===== src/design/circular_fifo_with_search_core_defines.svh =====
// Assertion macros shared by the circular FIFO with search design files.
`ifndef CIRCULAR_FIFO_WITH_SEARCH_CORE_DEFINES_SVH
`define CIRCULAR_FIFO_WITH_SEARCH_CORE_DEFINES_SVH

// Check a property on the rising clock edge, skipped while reset is low.
`define CFWS_ASSERT(lbl, clk, rst_n, prop, msg) \
    lbl: assert property (@(posedge clk) disable iff (!(rst_n)) (prop)) else $error(msg);

// Check a property on the rising clock edge, including cycles in reset.
`define CFWS_ASSERT_ALWAYS(lbl, clk, prop, msg) \
    lbl: assert property (@(posedge clk) (prop)) else $error(msg);

`endif


===== src/design/cfws_pkg.sv =====
// Shared types, codes and constants of the circular FIFO with search.
package cfws_pkg;

    // Fixed field widths
    localparam int CAP_W = 7;
    localparam int CNT_W = 7;
    localparam int POS_W = 6;

    // Parameter defaults
    localparam int DEPTH_DEF      = 64;
    localparam int ITEM_WIDTH_DEF = 32;
    localparam int CAP_RESET_MAX  = 64;

    // Request kinds
    typedef enum logic [1:0] {
        K_INSERT = 2'd0,
        K_REMOVE = 2'd1,
        K_PEEK   = 2'd2,
        K_SEARCH = 2'd3
    } t_kind;

    // Result status codes
    typedef enum logic [1:0] {
        ST_OK       = 2'd0,
        ST_FULL     = 2'd1,
        ST_EMPTY    = 2'd2,
        ST_NOTFOUND = 2'd3
    } t_status;

    // Sequencer states
    typedef enum logic [1:0] {
        S_IDLE = 2'd0,
        S_READ = 2'd1,
        S_SRCH = 2'd2,
        S_RESP = 2'd3
    } t_state;

endpackage


===== src/design/cfws_ram.sv =====
// Generic single-write, single-read RAM with registered read data.
module cfws_ram #(
    parameter int WIDTH = 32,
    parameter int DEPTH = 64
) (
    input  logic                     i_clk,
    input  logic                     i_wr_en,
    input  logic [$clog2(DEPTH)-1:0] i_wr_addr,
    input  logic [WIDTH-1:0]         i_wr_data,
    input  logic                     i_rd_en,
    input  logic [$clog2(DEPTH)-1:0] i_rd_addr,
    output logic [WIDTH-1:0]         o_rd_data
);

    logic [WIDTH-1:0] r_mem [DEPTH];
    logic [WIDTH-1:0] r_rd_data;

    // Write port
    always_ff @(posedge i_clk) begin
        if (i_wr_en) begin
            r_mem[i_wr_addr] <= i_wr_data;
        end
    end

    // Registered read port
    always_ff @(posedge i_clk) begin
        if (i_rd_en) begin
            r_rd_data <= r_mem[i_rd_addr];
        end
    end

    assign o_rd_data = r_rd_data;

endmodule


===== src/design/cfws_step.sv =====
// Shared ring step unit: wrap-around increment of a slot index and item compare.
module cfws_step import cfws_pkg::*; #(
    parameter int DEPTH      = DEPTH_DEF,
    parameter int ITEM_WIDTH = ITEM_WIDTH_DEF
) (
    input  logic [$clog2(DEPTH)-1:0] i_idx,
    input  logic [CAP_W-1:0]         i_cap,
    input  logic [ITEM_WIDTH-1:0]    i_rd_data,
    input  logic [ITEM_WIDTH-1:0]    i_key,
    output logic [$clog2(DEPTH)-1:0] o_nxt,
    output logic                     o_hit
);

    localparam int IDX_W = $clog2(DEPTH);
    localparam int CW    = (IDX_W + 1 > CAP_W) ? IDX_W + 1 : CAP_W;

    logic [IDX_W:0] w_inc;
    logic           w_wrap;

    // Advance the index and wrap at the capacity
    always_comb begin
        w_inc  = {1'b0, i_idx} + {{IDX_W{1'b0}}, 1'b1};
        w_wrap = CW'(w_inc) >= CW'(i_cap);
        o_nxt  = w_wrap ? '0 : w_inc[IDX_W-1:0];
    end

    // Compare the slot just read against the key
    assign o_hit = (i_rd_data == i_key);

endmodule


===== src/design/circular_fifo_with_search_core.sv =====
// Top level of the circular FIFO with search: sequencer, pointers and result register.
//
//  channel | direction | handshake          | payload
//  --------+-----------+--------------------+-------------------------------------------
//  request | in        | i_valid / o_stall  | i_kind, i_value
//  result  | out       | o_valid / i_stall  | o_status, o_data, o_position, o_is_empty,
//          |           |                    | o_count
//  config  | in        | i_cfg_we           | i_cfg_data (capacity)
//
//  Insert, and any request that fails at once, goes from idle straight to the response
//  state; remove and peek pass through the read state first. Search compares one slot per
//  cycle through the single RAM read port and step unit, at most the count of items, and
//  stops at the first hit. One request is in work at a time; o_stall is high while it is
//  in work. Reset clears pointers, count and state and sets capacity to min(64, DEPTH); no
//  clearing pass. A stalled result holds in the output register while the next request
//  is accepted; a finished request waits in the response state for the register to free.
module circular_fifo_with_search_core import cfws_pkg::*; #(
    parameter int DEPTH      = DEPTH_DEF,
    parameter int ITEM_WIDTH = ITEM_WIDTH_DEF
) (
    input  logic                  i_clk,
    input  logic                  i_rst_n,
    input  logic                  i_valid,
    output logic                  o_stall,
    input  logic [1:0]            i_kind,
    input  logic [ITEM_WIDTH-1:0] i_value,
    output logic                  o_valid,
    input  logic                  i_stall,
    output logic [1:0]            o_status,
    output logic [ITEM_WIDTH-1:0] o_data,
    output logic [POS_W-1:0]      o_position,
    output logic                  o_is_empty,
    output logic [CNT_W-1:0]      o_count,
    input  logic                  i_cfg_we,
    input  logic [CAP_W-1:0]      i_cfg_data
);

`include "circular_fifo_with_search_core_defines.svh"

    localparam int IDX_W   = $clog2(DEPTH);
    localparam int CAP_RST = (DEPTH < CAP_RESET_MAX) ? DEPTH : CAP_RESET_MAX;

    // Sequencer and queue state
    t_state                r_state, n_state;
    logic [CAP_W-1:0]      r_cap, n_cap;
    logic [IDX_W-1:0]      r_head, n_head;
    logic [IDX_W-1:0]      r_tail, n_tail;
    logic [CNT_W-1:0]      r_count, n_count;

    // Request in work
    t_kind                 r_kind, n_kind;
    logic [ITEM_WIDTH-1:0] r_key, n_key;
    logic [IDX_W-1:0]      r_walk, n_walk;
    logic [IDX_W-1:0]      r_slot, n_slot;
    logic [CNT_W-1:0]      r_left, n_left;
    t_status               r_st, n_st;
    logic [ITEM_WIDTH-1:0] r_dat, n_dat;
    logic [IDX_W-1:0]      r_pos, n_pos;

    // Output register
    logic                  r_o_valid, n_o_valid;
    t_status               r_o_status, n_o_status;
    logic [ITEM_WIDTH-1:0] r_o_data, n_o_data;
    logic [POS_W-1:0]      r_o_pos, n_o_pos;
    logic                  r_o_empty, n_o_empty;
    logic [CNT_W-1:0]      r_o_count, n_o_count;

    // Control and datapath wires
    logic                  w_accept;
    logic                  w_out_free;
    logic                  w_full;
    logic                  w_empty;
    logic                  w_wr_en;
    logic                  w_rd_en;
    logic [IDX_W-1:0]      w_rd_addr;
    logic [IDX_W-1:0]      w_step_idx;
    logic [IDX_W-1:0]      w_nxt;
    logic                  w_hit;
    logic [ITEM_WIDTH-1:0] w_rd_data;
    logic [CAP_W-1:0]      w_cap_clamp;

    assign w_full     = (r_count >= r_cap);
    assign w_empty    = (r_count == '0);
    assign w_out_free = !r_o_valid || !i_stall;

    // Slot store
    cfws_ram #(
        .WIDTH (ITEM_WIDTH),
        .DEPTH (DEPTH)
    ) u_ram (
        .i_clk     (i_clk),
        .i_wr_en   (w_wr_en),
        .i_wr_addr (r_tail),
        .i_wr_data (i_value),
        .i_rd_en   (w_rd_en),
        .i_rd_addr (w_rd_addr),
        .o_rd_data (w_rd_data)
    );

    // Shared ring step and compare unit
    cfws_step #(
        .DEPTH      (DEPTH),
        .ITEM_WIDTH (ITEM_WIDTH)
    ) u_step (
        .i_idx     (w_step_idx),
        .i_cap     (r_cap),
        .i_rd_data (w_rd_data),
        .i_key     (r_key),
        .o_nxt     (w_nxt),
        .o_hit     (w_hit)
    );

    // Sequencer outputs: handshake, RAM port and step unit operand
    always_comb begin
        o_stall    = (r_state != S_IDLE);
        w_accept   = i_valid && (r_state == S_IDLE);
        w_wr_en    = w_accept && (t_kind'(i_kind) == K_INSERT) && !w_full;
        w_rd_en    = w_accept || (r_state == S_SRCH);
        w_rd_addr  = r_head;
        w_step_idx = r_head;
        unique case (r_state)
            S_IDLE: begin
                w_step_idx = (t_kind'(i_kind) == K_INSERT) ? r_tail : r_head;
            end
            S_READ: begin
                w_step_idx = r_head;
            end
            S_SRCH: begin
                w_rd_addr  = r_walk;
                w_step_idx = r_walk;
            end
            S_RESP: begin
                w_step_idx = r_head;
            end
            default: begin
                w_step_idx = r_head;
            end
        endcase
    end

    // Sequencer next state
    always_comb begin
        n_state = r_state;
        unique case (r_state)
            S_IDLE: begin
                if (w_accept) begin
                    unique case (t_kind'(i_kind)) inside
                        K_INSERT:         n_state = S_RESP;
                        K_REMOVE, K_PEEK: n_state = w_empty ? S_RESP : S_READ;
                        K_SEARCH:         n_state = w_empty ? S_RESP : S_SRCH;
                        default:          n_state = S_RESP;
                    endcase
                end
            end
            S_READ: begin
                n_state = S_RESP;
            end
            S_SRCH: begin
                if (w_hit || (r_left == CNT_W'(1))) begin
                    n_state = S_RESP;
                end
            end
            S_RESP: begin
                if (w_out_free) begin
                    n_state = S_IDLE;
                end
            end
            default: begin
                n_state = S_IDLE;
            end
        endcase
    end

    // Clamp a written capacity into 1..DEPTH
    always_comb begin
        w_cap_clamp = i_cfg_data;
        if (i_cfg_data == '0) begin
            w_cap_clamp = CAP_W'(1);
        end else if (int'(i_cfg_data) > DEPTH) begin
            w_cap_clamp = CAP_W'(DEPTH);
        end
    end

    // Queue pointers and request datapath
    always_comb begin
        n_cap   = r_cap;
        n_head  = r_head;
        n_tail  = r_tail;
        n_count = r_count;
        n_kind  = r_kind;
        n_key   = r_key;
        n_walk  = r_walk;
        n_slot  = r_slot;
        n_left  = r_left;
        n_st    = r_st;
        n_dat   = r_dat;
        n_pos   = r_pos;
        case (r_state)
            S_IDLE: begin
                if (w_accept) begin
                    n_kind = t_kind'(i_kind);
                    n_key  = i_value;
                    n_dat  = '0;
                    n_pos  = '0;
                    n_st   = ST_OK;
                    case (t_kind'(i_kind)) inside
                        K_INSERT: begin
                            if (w_full) begin
                                n_st = ST_FULL;
                            end else begin
                                n_tail  = w_nxt;
                                n_count = r_count + CNT_W'(1);
                            end
                        end
                        K_REMOVE, K_PEEK: begin
                            if (w_empty) begin
                                n_st = ST_EMPTY;
                            end
                        end
                        default: begin
                            if (w_empty) begin
                                n_st = ST_NOTFOUND;
                            end else begin
                                n_slot = r_head;
                                n_walk = w_nxt;
                                n_left = r_count;
                            end
                        end
                    endcase
                end
            end
            S_READ: begin
                n_dat = w_rd_data;
                if (r_kind == K_REMOVE) begin
                    n_head  = w_nxt;
                    n_count = r_count - CNT_W'(1);
                end
            end
            S_SRCH: begin
                if (w_hit) begin
                    n_st  = ST_OK;
                    n_pos = r_slot;
                end else if (r_left == CNT_W'(1)) begin
                    n_st = ST_NOTFOUND;
                end else begin
                    n_slot = r_walk;
                    n_walk = w_nxt;
                    n_left = r_left - CNT_W'(1);
                end
            end
            default: begin
                n_st = r_st;
            end
        endcase
        // Capacity write empties the queue
        if (i_cfg_we) begin
            n_cap   = w_cap_clamp;
            n_head  = '0;
            n_tail  = '0;
            n_count = '0;
        end
    end

    // Output register: load a finished result, drop it once taken
    always_comb begin
        n_o_valid  = r_o_valid && i_stall;
        n_o_status = r_o_status;
        n_o_data   = r_o_data;
        n_o_pos    = r_o_pos;
        n_o_empty  = r_o_empty;
        n_o_count  = r_o_count;
        if ((r_state == S_RESP) && w_out_free) begin
            n_o_valid  = 1'b1;
            n_o_status = r_st;
            n_o_data   = r_dat;
            n_o_pos    = POS_W'(r_pos);
            n_o_empty  = (r_count == '0);
            n_o_count  = r_count;
        end
    end

    // Control registers
    always_ff @(posedge i_clk) begin
        if (!i_rst_n) begin
            r_state   <= S_IDLE;
            r_cap     <= CAP_W'(CAP_RST);
            r_head    <= '0;
            r_tail    <= '0;
            r_count   <= '0;
            r_o_valid <= 1'b0;
        end else begin
            r_state   <= n_state;
            r_cap     <= n_cap;
            r_head    <= n_head;
            r_tail    <= n_tail;
            r_count   <= n_count;
            r_o_valid <= n_o_valid;
        end
    end

    // Payload registers
    always_ff @(posedge i_clk) begin
        r_kind     <= n_kind;
        r_key      <= n_key;
        r_walk     <= n_walk;
        r_slot     <= n_slot;
        r_left     <= n_left;
        r_st       <= n_st;
        r_dat      <= n_dat;
        r_pos      <= n_pos;
        r_o_status <= n_o_status;
        r_o_data   <= n_o_data;
        r_o_pos    <= n_o_pos;
        r_o_empty  <= n_o_empty;
        r_o_count  <= n_o_count;
    end

    assign o_valid    = r_o_valid;
    assign o_status   = r_o_status;
    assign o_data     = r_o_data;
    assign o_position = r_o_pos;
    assign o_is_empty = r_o_empty;
    assign o_count    = r_o_count;

    // Queue never holds more items than the capacity
    `CFWS_ASSERT(a_count_cap, i_clk, i_rst_n, r_count <= r_cap, "count above capacity")

    // A result appears only out of the response state
    `CFWS_ASSERT(a_valid_src, i_clk, i_rst_n, $rose(o_valid) |-> ($past(r_state) == S_RESP), "result raised outside response state")

    // An accepted insert with room grows the count by one
    `CFWS_ASSERT(a_insert_grow, i_clk, i_rst_n, (w_accept && !i_cfg_we && (t_kind'(i_kind) == K_INSERT) && !w_full) |=> (r_count == $past(r_count) + CNT_W'(1)), "insert did not grow count")

    // The search walk never runs out of items while active
    `CFWS_ASSERT(a_walk_left, i_clk, i_rst_n, (r_state == S_SRCH) |-> (r_left != '0), "search walk past last item")

endmodule


===== config.mk =====
export PLATFORM = sky130hd
export DESIGN_NAME = circular_fifo_with_search_core
export DESIGN_NICKNAME = d
export VERILOG_FILES = /design/src/design/cfws_pkg.sv /design/src/design/cfws_ram.sv /design/src/design/cfws_step.sv /design/src/design/circular_fifo_with_search_core.sv
export VERILOG_INCLUDE_DIRS = /design/src /design/src/design
export SDC_FILE = /design/constraint.sdc
export NUM_CORES = 2
export LEC_CHECK = 0
export BUFFER_PORTS_ARGS = -buffer_cell sky130_fd_sc_hd__buf_2
export CORE_ASPECT_RATIO = 0.8
export CORE_UTILIZATION = 32
export DETAILED_ROUTE_END_ITERATION = 12
export PLACE_DENSITY = 0.45
export SKIP_CTS_REPAIR_TIMING = 1
export SLEW_MARGIN = 0
export SYNTH_ARGS = -nofsm -noshare
export SYNTH_HDL_FRONTEND = slang
export SYNTH_SLANG_ARGS = --single-unit

===== constraint.sdc =====
create_clock -name i_clk -period 5 [get_ports i_clk]
set_input_delay 0.25 -clock i_clk [delete_from_list [all_inputs] [get_ports i_clk]]
set_output_delay 0.25 -clock i_clk [all_outputs]
set_load 0.05 [all_outputs]

* Word-level counts from Yosys, hierarchy flattened
Memory sizes are Yosys's and may differ from the RTL's. A register that Yosys moved wholly into a read port is not among the register bits.
Index checks and enable logic that the tools add are counted.
** Storage, ports and cells
- Bits of input ports :: 46
- Register bits after elaboration :: 170
- Memories kept :: 1
- Word-level logic and storage cells :: 137
- Bits in writable memories :: 2048
- Output and inout bits :: 50
** Memories
- u_ram.r_mem :: words 64, width 32, read ports 1, clocked after memory_dff 1, write ports 1, line cfws_ram.sv:15 : logic [WIDTH-1:0] r_mem [DEPTH];
** Operators by class
- Magnitude comparators :: 3
- Reductions and logical operators :: 30
- Bitwise operators :: 2
- Add/sub/neg operators :: 4
- Multiplexer cells :: 56
- Eq/ne operators :: 22
** Operator list (count)
- two-way mux 6 bit :: 17
- two-way mux 7 bit :: 12
- case mux 32 bit (2 select lines) :: 1
- case mux 6 bit (2 select lines) :: 3
- == test 32 bit :: 1
- two-way mux 32 bit :: 1
- case mux 7 bit (2 select lines) :: 2
- two-way mux 2 bit :: 11
- != test 2 bit, second input constant :: 10
- case mux 6 bit (3 select lines) :: 1
- greater-or-equal comparator 7 bit :: 2
- zero test 7 bit :: 2
- subtractor 7 x 1 -> 7 bit, second input constant :: 2
- AND reduction 3 bit :: 3
- == test 2 bit, second input constant :: 4
- case mux 2 bit (2 select lines) :: 2
- case mux 2 bit (4 select lines) :: 1
- adder 6 x 1 -> 7 bit, second input constant :: 1
- adder 7 x 1 -> 7 bit, second input constant :: 1
- == test 7 x 1 -> 1 bit, second input constant :: 1
- greater-than comparator 7 bit, second input constant :: 1
- AND reduction 7 bit :: 1
- == test 2 x 1 -> 1 bit, second input constant :: 3
- AND reduction 2 bit :: 3
- other kinds (12) :: 31

* Longest topological paths before layout
- Depth after elaboration :: 11
- Gate-level depth with buffers :: 16
- Depth with buffers taken out :: 14

* By module
From an unflattened synthesis, not the netlist that was laid out.
** Unflattened totals
- Cell total of the unflattened synthesis :: 3911
- Area, all modules :: 86299.0 sq um
** Modules (own cells, without submodules)
- cfws_ram :: area an instance 78833.1 sq um, times used 1, sequential area each 62459.9 sq um, cells each 3324
- circular_fifo_with_search_core :: area an instance 6800.3 sq um, times used 1, sequential area each 4814.6 sq um, cells each 498
- cfws_step :: area an instance 665.6 sq um, times used 1, sequential area each 0.0 sq um, cells each 89

* Least setup slack after synthesis
Ideal clock, no wire load.
- Kind :: reg2reg
- From :: reg r_state[0]
- To :: reg r_o_count[0], in the netlist o_count[0], enable pin
- Period minus slack after synthesis :: 4.691 ns
- Cell stages (with the launch flop) :: 3
- Arrival time :: 4.164 ns
- Path buffers :: 0
- Library setup time :: 0.527 ns
- Path slack :: 0.309 ns
- Data required time :: 4.473 ns
- Path through :: dfxtp_1 -> ha_1 -> a21boi_0
** Between the ends
- Cells in the longest elaborated chain, start to end :: 2
** RTL lines
- start, declared :: line circular_fifo_with_search_core.sv:44 : t_state r_state, n_state;
- start signal, assigned :: line circular_fifo_with_search_core.sv:292 : r_state <= n_state;
- == test 2 bit :: line circular_fifo_with_search_core.sv:272 : if ((r_state == S_RESP) && w_out_free) begin
- logical AND 1 bit :: line circular_fifo_with_search_core.sv:272
- end signal, assigned :: line circular_fifo_with_search_core.sv:315 : r_o_count <= n_o_count;
- end, declared :: line circular_fifo_with_search_core.sv:66 : logic [CNT_W-1:0] r_o_count, n_o_count;
Every way passes these cells.
A chain may end at the register's enable or synchronous reset.

* Worst setup path after layout
- From :: reg r_state[0]
- To :: reg u_ram.r_rd_data[5], in the netlist u_ram.o_rd_data[5], read port of u_ram.r_mem (data pin)
** Between the ends
- Cells in the longest elaborated chain, start to end :: 3
** RTL lines
- zero test 2 bit :: line circular_fifo_with_search_core.sv:116 : w_accept = i_valid && (r_state == S_IDLE);
- logical AND 1 bit :: line circular_fifo_with_search_core.sv:116
- logical OR 1 bit :: line circular_fifo_with_search_core.sv:118 : w_rd_en = w_accept || (r_state == S_SRCH);
- end, declared :: line cfws_ram.sv:16 : logic [WIDTH-1:0] r_rd_data;
Several ways; a longest one is shown, not always the timed one.

==> qor.txt <==
Async S/R FF share, synth -> 0%
I/O pin count -> 96
Clock root cell -> clkbuf_16
Die W -> 581 um
Port-buffer cells -> 95
Startpoint Class -> register
Seq cells post-synth -> 2250
Slowest stage cell, crit path -> a222oi_1
TritonCTS Sinks -> 2250
Crit-path cells -> inv_1 -> ha_4 -> mux2i_4 -> inv_16 -> buf_12 -> mux4_2 -> a222oi_1 -> nand3_1 -> and4_1
Routed WL -> 254000 um
Worst Path Max Fanout -> 45
Row count -> 169
Core area -> 0.266 mm2
Slew Limit Fails -> 0
Most frequent cell after synthesis -> edfxtp_1
H-tree depth -> 4
CTS max path bufs -> 4
Post-DP HPWL -> 151000 um
Max Clock Freq -> 0.230 GHz
Layout cell share with drive strength beyond 1 -> 25.8%
Vias in the first global route -> 42.8k
Max_cap viols -> 0
Worst-margin pin slew -> 1.14 ns
R2r setup slk -> 0.65 ns
Cell variety after synth -> 66
First-pass GRT wire length -> 353000 um
Ys Warns -> 0
Final Hold Viols -> 0
Die height -> 465 um
Dpl ws -> 0.653 ns
Starting DRC count in detailed routing -> 4784
P_leak -> 30.3 nW
Worst hold-check path type -> in2reg
Fin Setup TNS -> 0 ns
Final period util -> 86.9%
Placed insts -> 7625
CTS tree -> built
Arrival @ worst endpoint -> 4.98 ns
CTS buffer count -> 229
DRC Markers -> 0
Post-synth top flop -> edfxtp_1
CP required -> 5.63 ns
Fillers -> 24.2k
Initial antenna violation count -> 22
Via-per-instance ratio -> 5.30
Post-synth top area cell -> edfxtp_1
Area Overhead vs Synth -> 16.2%
GP Congestion -> 0.801
Die ar. -> 0.270 mm2
Final core utilization -> 37.5%
Post-synth EDFFs -> 2221
Final #Nets -> 4456
Tot GR Track Use -> 18.5%
Outcome -> finished, final reports clean
Cell Area, Synth -> 0.0858 mm2
RSZ-0062 raised after global routing -> false
Setup CP Type -> reg2reg
Multi-input gate area -> 0.0180 mm2
Routed Antenna Nets -> 0
Top cells by area, synth -> edfxtp_1 (78%), mux4_2 (13%), a222oi_1 (1.4%)
Sequential cell area -> 0.0673 mm2
Fin cells -> 8076
Worst ir drop on vdd -> 0.301 mV
Vias -> 42.8k
Mean Syn Cell Area -> 21.3 um2
Slew margin rel. -> 23.5%
Synth Instances -> 4029
Grt total ovfl -> 0
Clock Latency Late Sink -> 0.91 ns
PwrDens -> 469 mW/mm2
Setup violations, final -> 0
Largest net degree at the start of global routing -> 78
Tot Pwr -> 46.8 mW
Tmin final -> 4.35 ns
Syn Nets -> 4105
Largest stage delay, worst path -> 0.61 ns
Synth cell count leaders -> edfxtp_1 (2221), mux4_2 (485), nand2_1 (248)
Clk slew on worst S/H paths -> 0.06 ns
Yosys top cell area share -> 77.7%
Drt first pass iters -> 6
Sequential fraction of the synthesis area -> 78.4%
Clock Skews -> 0.0489 ns
Average wire per cell in the routed design -> 31.4 um
Setup ws final -> 0.654 ns
Crit end category -> register
Starting Density -> 32.3%
## per-stage QoR
step	hold WS (ns)	area [um2]
global placement	0.408	92400
finish	0.0248	99700
detailed placement	0.405	92400
CTS	-0.463	99400
floorplan	0.349	85800
global route	0.0195	99700
## kinds of logic (layout without fill, tap and decap cells)
group | count (synthesis) | after routing | synth area share (%)
AND/OR/NAND/NOR | 634 | 634 | 3.55
XOR/XNOR | 45 | 45 | 0.459
multiplexers | 508 | 508 | 13.0
flip-flops | 2250 | 2250 | 78.4
adder cells (fa/ha/maj) | 30 | 30 | 0.446
buffers and inverters | 252 | 788 | 1.39
AO/OA/AOI/OAI | 310 | 310 | 2.77
other | 0 | 6 | 0
## layer usage
metal,wire [um],up-vias,global-route usage [%]
met2,113000,1410,27.9
met4,4460,0,3.48
met3,15600,280,3.03
met5,0,-,0
met1,121000,23500,28.4
li1,-,17700,-
## power by group
part / switching [mW] / internal (mW) / total (mW)
combinational: 4.88 / 3.07 / 7.95
clock: 7.30 / 9.33 / 16.6
sequential: 0.701 / 21.5 / 22.2
## layout by cell type, fill, tap and decap left out, types with 9 or more instances in the layout
cell type / count
edfxtp_1: 2221
mux4_2: 485
nand2_1: 248
clkbuf_16: 229
buf_4: 182
nand3_1: 138
a222oi_1: 119
buf_2: 95
a21oi_1: 78
clkinv_1: 70
nor2_4: 64
clkbuf_1: 54
and2_1: 45
xnor2_1: 38
buf_12: 36
clkinv_2: 33
dlygate4sd3_1: 29
dfxtp_1: 29
ha_1: 28
nor2_1: 27
inv_1: 27
and4_1: 27
o21ai_0: 19
mux2i_1: 19
bufinv_16: 18
nand3b_1: 15
nor3_1: 14
nand4_1: 12
o211ai_1: 11
nand2b_1: 9
a21o_1: 9
a31oi_1: 9
## registers in the layout, summed over array words and instances (netlist names), 7 cells and up
name,cells
r_left,7
r_dat,32
r_cap,7
o_count,7
u_ram.o_rd_data,32
o_data,32
u_ram.r_mem,2048
r_count,7
r_key,32
## worst paths after layout
path	endpoint	cells past startpoint	from
max	u_ram.o_rd_data[5]$_DFFE_PP_	9	r_state[0]$_SDFFE_PN0P_
min reg2reg	o_data[13]$_DFFE_PP_	0	r_dat[13]$_SDFFCE_PP0P_
min	u_ram.r_mem[52][11]$_DFFE_PP_	2	i_value[11]
max reg2reg	u_ram.o_rd_data[5]$_DFFE_PP_	9	r_state[0]$_SDFFE_PN0P_
## final cells by class
cell class / instances / area share (%)
Tap cell: 3505 / 4.40
Antenna cell: 6 / 0.0151
Multi-Input combinational cell: 1527 / 18.0
Clock inverter: 132 / 1.12
Sequential cell: 2250 / 67.5
Timing Repair Buffer: 342 / 2.86
Clock buffer: 284 / 5.96
Inverter: 30 / 0.137
## worst max-delay path, delay by kind of cell (launching register included)
kind                     cells  cell delay, ns
flip-flops                   1            0.35
buffers and inverters        3            0.60
AO/OA/AOI/OAI                1            0.61
adder cells (fa/ha/maj)      1            0.43
multiplexers                 2            0.93
AND/OR/NAND/NOR              2            0.96
(Power assumes the default switching activity.)
